**src/rtl/utvm_pkg.sv**
```systemverilog
// Package for the ultrasonic tank volume meter.
// Phase codes, timing constants, register indexes, conversion constants and
// the command/status structs shared by the controller and the datapath.
package utvm_pkg;

  // Measurement phases
  localparam logic [2:0] PH_IDLE = 3'd0;
  localparam logic [2:0] PH_LOW  = 3'd1;
  localparam logic [2:0] PH_HIGH = 3'd2;
  localparam logic [2:0] PH_WAIT = 3'd3;
  localparam logic [2:0] PH_ECHO = 3'd4;

  // Trigger pulse timing in ticks
  localparam int PULSE_HIGH_US = 15;
  localparam int PULSE_LOW_US  = 2;

  localparam logic [16:0] CNT_MAX = 17'h1FFFF;

  // Configuration register indexes
  localparam logic [2:0] CFG_DIA   = 3'd0;
  localparam logic [2:0] CFG_DEPTH = 3'd1;
  localparam logic [2:0] CFG_CAP   = 3'd2;
  localparam logic [2:0] CFG_TMO   = 3'd3;

  // volume = D^2 * H * CONV / 1e19, H in 1e-5 cm, D in tenths of a cm
  localparam logic [34:0] CONV    = 35'd20748002837;
  localparam logic [63:0] DIVISOR = 64'd10000000000000000000;
  localparam logic [26:0] DEPTH_SCALE = 27'd10000;
  localparam logic [27:0] ECHO_SCALE  = 28'd1715;

  // 1e19 = 5^19 * 2^19; quotient estimate uses floor(2^89 / 1e19)
  localparam logic [89:0] TWO_POW_89 = 90'd1 << 89;
  localparam logic [25:0] RECIP      = 26'(TWO_POW_89 / {26'd0, DIVISOR});
  localparam logic [44:0] FIVE_19    = 45'(DIVISOR >> 19);

  localparam logic [25:0] POS_SAT = 26'd16777215;
  localparam logic [25:0] NEG_SAT = 26'd16777216;

  typedef struct packed {
    logic step;       // item accepted this cycle
    logic vol_start;  // kick the volume unit
    logic load_out;   // move pending result into the output register
  } cmd_t;

  typedef struct packed {
    logic fin_ok;     // offered item ends a measurement with a valid echo
    logic vol_done;   // volume unit has a result
  } sts_t;

endpackage

```
**src/rtl/utvm_ctrl.sv**
```systemverilog
// Controller for the tank volume meter: handshakes, pending result, volume wait.
// Depends on utvm_pkg.
module utvm_ctrl
  import utvm_pkg::*;
(
  input  logic clk,
  input  logic rst_n,
  input  logic in_valid,
  output logic in_ready,
  output logic out_valid,
  input  logic out_ready,
  input  sts_t sts,
  output cmd_t cmd
);

  localparam logic CS_IDLE = 1'b0;
  localparam logic CS_CALC = 1'b1;

  logic st_r, st_nxt;
  logic pend_r, pend_nxt;
  logic ov_r, ov_nxt;
  logic load_out, accept;

  assign load_out  = pend_r && (!ov_r || out_ready);
  assign in_ready  = (st_r == CS_IDLE) && (!pend_r || load_out);
  assign accept    = in_valid && in_ready;
  assign out_valid = ov_r;

  always_comb begin
    st_nxt        = st_r;
    pend_nxt      = pend_r && !load_out;
    ov_nxt        = load_out || (ov_r && !out_ready);
    cmd.step      = accept;
    cmd.vol_start = 1'b0;
    cmd.load_out  = load_out;
    unique case (st_r)
      CS_IDLE: begin
        if (accept) begin
          if (sts.fin_ok) begin
            st_nxt        = CS_CALC;
            cmd.vol_start = 1'b1;
          end else begin
            pend_nxt = 1'b1;
          end
        end
      end
      CS_CALC: begin
        if (sts.vol_done) begin
          st_nxt   = CS_IDLE;
          pend_nxt = 1'b1;
        end
      end
      default: st_nxt = CS_IDLE;
    endcase
  end

  always_ff @(posedge clk) begin
    if (!rst_n) begin
      st_r   <= CS_IDLE;
      pend_r <= 1'b0;
      ov_r   <= 1'b0;
    end else begin
      st_r   <= st_nxt;
      pend_r <= pend_nxt;
      ov_r   <= ov_nxt;
    end
  end

endmodule

```
**config.mk**
```make
export PLATFORM = sky130hd
export DESIGN_NAME = utvm_ctrl
export DESIGN_NICKNAME = d
export VERILOG_FILES = /design/src/rtl/utvm_pkg.sv /design/src/rtl/utvm_ctrl.sv
export SDC_FILE = /design/constraint.sdc
export NUM_CORES = 1
export LEC_CHECK = 0
export ABC_AREA = 1
export BUFFER_PORTS_ARGS = -buffer_cell sky130_fd_sc_hd__buf_2
export CORE_AREA = 5 5 42 44
export CTS_CLUSTER_DIAMETER = 40
export DETAILED_ROUTE_END_ITERATION = 16
export DIE_AREA = 0 0 47 49
export SLEW_MARGIN = 20
export SYNTH_ARGS = -nofsm -noshare
export SYNTH_HDL_FRONTEND = slang
export SYNTH_SLANG_ARGS = --single-unit
export TNS_END_PERCENT = 5
```
**constraint.sdc**
```tcl
create_clock -name clk -period 1.25 [get_ports clk]
set_clock_uncertainty 0.1 [all_clocks]
set_input_delay 0.125 -clock clk [delete_from_list [all_inputs] [get_ports clk]]
set_output_delay 0.125 -clock clk [all_outputs]
set_load 0.01 [all_outputs]
```
==> impl_metrics.tcl, run 1 <==
set metrics [dict create \
    drcViolationCount 0 \
    cp_data_arrival_time_ps 950 \
    cts_max_path_buffers 2 \
    ys.flop_type "dfxtp_1" \
    fin_crit_ps 1178 \
    antenna_found_initial 0 \
    fmax_ghz 0.8490 \
    cts_sinks 3 \
    ys_ff_latch 3 \
    ios 11 \
    worst_setup_path_start_kind "flop" \
    r2r_cells 4 \
    gr-total-overflow 0 \
    synth.distinct_cells 12 \
    yosys_warnings 0 \
    cp-end-kind "output port" \
    syn_area_um2 165.2 \
    syn_inst 24 \
    r2r-end "pend_r" \
    drtIter0Drc 0 \
    finalHoldViolCount 0 \
    worst_slack_ps 72.17 \
    wl_um 430 \
    gp_congestion 0.6898 \
    worst_slew_pin_slew_ps 139.4 \
    hp-class "input port to flop" \
    status "completed" \
    final_max_slew_viol_count 0 \
    ant_nets 0 \
    pre_cts_slack_ps 236.7 \
    critPathKind "flop to output port" \
    clkTransAtPathRegs_ps 40 \
    cp.required_ps 1020 \
    start_util_pct 11.79 \
    grt_setup_unrepaired "false" \
    postSynthAreaPerCell_um2 6.882 \
    core_area_um2 1401 \
    path_delay_family "flip-flops" \
    synthArstFlopShare_pct 0 \
    die_h_um 49 \
    grt_pass1_vias 167 \
    grtUsageTotal_pct 4.296 \
    crit_slowest_cell "dfxtp_1" \
    dp_hpwl_um 309.9 \
    fin_crit_sh_pct 94.23 \
    hp-start "rst_n" \
    area_growth_pct 57.58 \
    slowest_delay_ps 330 \
    slew_headroom_pct 90.61 \
    insertion_delay_ps 240 \
    final_area_um2 260.3 \
    min_to "st_r" \
    portBuffers 10 \
    first_pass_iters 1 \
    synth_top_area_share_pct 36.36 \
    final.setup.tns_ps 0 \
    die_area_um2 2303 \
    wl_per_cell_um 8.113 \
    critPathMaxFanout 3 \
    cp_num_buf_inv 2 \
    ys_seq_area_share_pct 36.36 \
    vdd_drop_max_mv 0.4827 \
    drive_above_1_share_pct 54.05 \
    grt_pass1_wl_um 627 \
    cp_cell_sequence "nand3_2 > nand4_1 > inv_1 > buf_2" \
    setup_violations 0 \
    cap_viol_max_count 0 \
    ys_top_cells_by_count "inv_1, a21oi_1, dfxtp_1, nand2_1" \
    dp.cells 48 \
    place_area_um2 220.2 \
    yosysTopAreaCell "dfxtp_1" \
    htree_levels 1 \
    clockRootBuffer "clkbuf_4" \
    cts_tree "done" \
    yosys.cell_count.top_type "inv_1" \
    vias 185 \
    nets 44 \
    hold_depth 3 \
    rr_startpoint "st_r" \
    via_per_inst 3.491 \
    grt_max_degree 5 \
    instances_no_fill 53 \
    reg2reg_setup_slack_ps 320 \
    leakage_nw 0.1401 \
    synth_area_leaders "dfxtp_1, inv_1, a21oi_1, buf_4, nand2_1" \
    cts_buffers 3 \
    powerDensity_nw_per_um2 1284 \
    dieWidth_um 47 \
    synth_edf_count 0 \
    synthesis.nets 30 \
    insertedDiodeCount 0 \
    std_cell_rows 14 \
]
==> how the worst max path moves through the flow <==
stage,from,to,slack (ps),cells past startpoint
global placement,out_valid,cmd[1],240,4
finish,pend_r,cmd[1],70,4
floorplan,out_valid,cmd[2],260,4
CTS,out_valid,cmd[1],40,4
global route,out_valid,cmd[1],2,4
detailed placement,out_valid,cmd[1],240,4
==> worst reg2reg max path: stages (launching register included) <==
cell	delay, ps
dfxtp_1	320
inv_2	50
or2_4	230
nand2_1	70
a21oi_1	60
==> cell families after synthesis <==
| logic type | count (synthesis) | share of synthesized area, % |
|---|---|---|
| compound gates | 5 | 17.42 |
| flops | 3 | 36.37 |
| buf+inv | 9 | 25.00 |
| simple gates | 7 | 21.21 |
==> per-stage QoR <==
stage | hold slack (ps) | utilization [%] | power [mW]
5_1_grt | 60.77 | 18.57 | 0.3647
3_5_place_dp | 295.6 | 15.71 | 0.1555
3_3_place_gp | 288.1 | 15.71 | 0.1546
2_1_floorplan | 181.8 | - | 0.1399
4_1_cts | 42.88 | 18.57 | 0.3434
6_report | 45.62 | 18.57 | 0.3342
==> per-layer routing <==
| layer | wire, µm | track usage (%) | share of wire (%) |
|---|---|---|---|
| met1 | 183 | 4.176 | 43 |
| met2 | 162 | 4.525 | 38 |
| met3 | 76 | 5.904 | 18 |
| met4 | 8 | 2.765 | 1.9 |
| met5 | 0 | 0 | 0 |
==> power breakdown <==
part	switching [mW]	leakage, nW	total [mW]	internal (mW)
Clock	0.0562	0.0150	0.176	0.120
Combinational	0.0271	0.100	0.0512	0.0241
Sequential	0.00408	0.0251	0.107	0.103
Total	0.0874	0.140	0.334	0.247
==> layout by cell type (no fill, tap or decap) <==
master    count
dfxtp_2       1
nand2_1       3
a21oi_2       1
clkbuf_1      1
buf_2        10
nand3_2       1
inv_2         2
or2_4         1
clkbuf_4      3
a21oi_1       3
o21ai_0       1
nor2_1        1
dfxtp_1       2
buf_4         1
nand4_1       1
inv_1         5
==> layout make-up <==
cell class	count	area, µm²
fill	169	1141
multi-input combinational	12	68.82
sequential	3	61.31
timing repair buffer	11	57.56
tap	16	20.02
clock buffer	4	26.28
inverter	7	26.28
==> registers in the layout, indices dropped and copies added, names as in the netlist <==
register	flops
out_valid	1
st_r	1
pend_r	1
==> timing repair <==
item	4_1_cts	5_1_grt
pin swaps	1	1
gates resized for setup	2	0
hold buffers	0	0
endpoints found under the setup margin	1	1
buffers inserted	1	0
(Power assumes the default switching activity.)
==> inputs of run 2 (changes only) <==
- GPL_TIMING_DRIVEN: unset -> 0
==> impl_metrics.tcl, run 2 (synthesis gave the netlist of run 1 again) <==
set metrics [dict create \
    wl_met1_um 171 \
    grt_max_degree 5 \
    cp-end-kind "output port" \
    grt_setup_unrepaired "true" \
    critPathKind "flop to output port" \
    antenna_found_initial 0 \
    multi_input_area_um2 78.83 \
    grtUsageTotal_pct 4.437 \
    reg2reg_setup_slack_ps 320 \
    insertedDiodeCount 0 \
    powerDensity_nw_per_um2 1214 \
    cp_data_arrival_time_ps 980 \
    ios 11 \
    drtIter0Drc 0 \
    fin_crit_ps 1202 \
    htree_levels 1 \
    worst_slew_pin_slew_ps 137.3 \
    setup_violations 0 \
    wl_per_cell_um 7.434 \
    cp.required_ps 1020 \
    gr-total-overflow 0 \
    hp-class "input port to flop" \
    die_area_um2 2303 \
    clockRootBuffer "clkbuf_4" \
    rr_startpoint "st_r" \
    start_util_pct 11.79 \
    std_cell_rows 14 \
    gp_congestion 0.6636 \
    hp-start "rst_n" \
    final_cell_mix "buf_2, inv_1, a21oi_1, clkbuf_4" \
    cts_setup_buffers 0 \
    leakage_nw 0.1435 \
    p_total_mw 0.3371 \
    hold-worst-slack_ps 54.64 \
    vias 182 \
    r2r_cells 4 \
    min_to "st_r" \
    ant_nets 0 \
    grt_pass1_vias 174 \
    critPathMaxFanout 2 \
    wl_um 394 \
    wl_met3_um 76 \
    insertion_delay_ps 230 \
    slew_headroom_pct 90.75 \
    cts_tree "done" \
    die_h_um 49 \
    cp_cell_sequence "inv_1 > a21oi_1 > buf_4 > buf_2" \
    core_area_um2 1401 \
    cts_buffers 3 \
    area_growth_pct 68.18 \
    slowest_delay_ps 340 \
    via_per_inst 3.434 \
    crit_slowest_cell "dfxtp_2" \
    drcViolationCount 0 \
    seqCellArea_um2 62.56 \
    cts_sinks 3 \
    clkTransAtPathRegs_ps 40 \
    fmax_ghz 0.8319 \
    first_pass_iters 1 \
    worst_slack_ps 47.93 \
    final_max_slew_viol_count 0 \
    hold_depth 3 \
    pre_cts_slack_ps 153.5 \
    fin_crit_sh_pct 96.17 \
    top_layer "met3" \
    portBuffers 10 \
    cap_viol_max_count 0 \
    r2r-end "pend_r" \
    finalHoldViolCount 0 \
    status "completed" \
    dr_wl_met2_um 146 \
    dieWidth_um 47 \
    fillerInstances 170 \
    cts_max_path_buffers 2 \
    grt_pass1_wl_um 641 \
    final_common_cell "buf_2" \
    drive_above_1_share_pct 59.46 \
    vdd_drop_max_mv 0.4426 \
    nets 44 \
    cts_hold_buffers 0 \
    worst_setup_path_start_kind "flop" \
]
[run 2: cell counts in the layout (fill, tap and decap cells not counted)]
Identical to the previous run, type by type.
[run 2: layout make-up]
class                           count  share of cell area, %
Multi-Input combinational cell     12                  28.38
Tap cell                           16                  7.207
Inverter                            7                  9.459
Buffer                              1                  2.703
Clock buffer                        4                  9.459
Timing Repair Buffer               10                  20.27
Sequential cell                     3                  22.52
[run 2: report_power, final]
part | total (mW) | leakage (nW) | internal, mW | switching [mW]
combinational | 0.0553 | 0.103 | 0.0275 | 0.0278
sequential | 0.109 | 0.0254 | 0.103 | 0.00543
clock | 0.173 | 0.0150 | 0.120 | 0.0533
[run 2: layer usage]
metal | vias to the layer above | GRT usage (%)
met4 | 0 | 1.382
li1 | 97 | -
met3 | 0 | 6.642
met1 | 74 | 4.615
met5 | - | 0
met2 | 11 | 4.751
[run 2: how the worst max path moves through the flow]
stage | from | end | cells past startpoint
final | pend_r | cmd[0] | 4
after global routing | pend_r | cmd[0] | 4
after CTS | out_valid | cmd[1] | 4
after detailed placement | out_valid | cmd[2] | 5
after global placement | out_valid | cmd[2] | 5
after floorplan | out_valid | cmd[2] | 4
[run 2: critical path: cells and delay by family (launching register included)]
family	cells	cell delay [ps]
flip-flops	1	340
buffers and inverters	3	280
AO/OA/AOI/OAI	1	120
[run 2: through the flow]
step	instances	setup TNS (ps)	utilization, %	area, µm²
global placement	50	0	16.79	235.2
floorplan	24	0	-	165.2
finish	53	0	19.82	277.8
CTS	53	0	19.29	270.3
global route	53	-43.75	19.82	277.8
detailed placement	50	0	16.79	235.2
[run 2: repair_timing]
action / 4_1_cts / 5_1_grt
resized for setup: 5 / 1
setup endpoints to repair: 2 / 1
pin swaps: 3 / 0
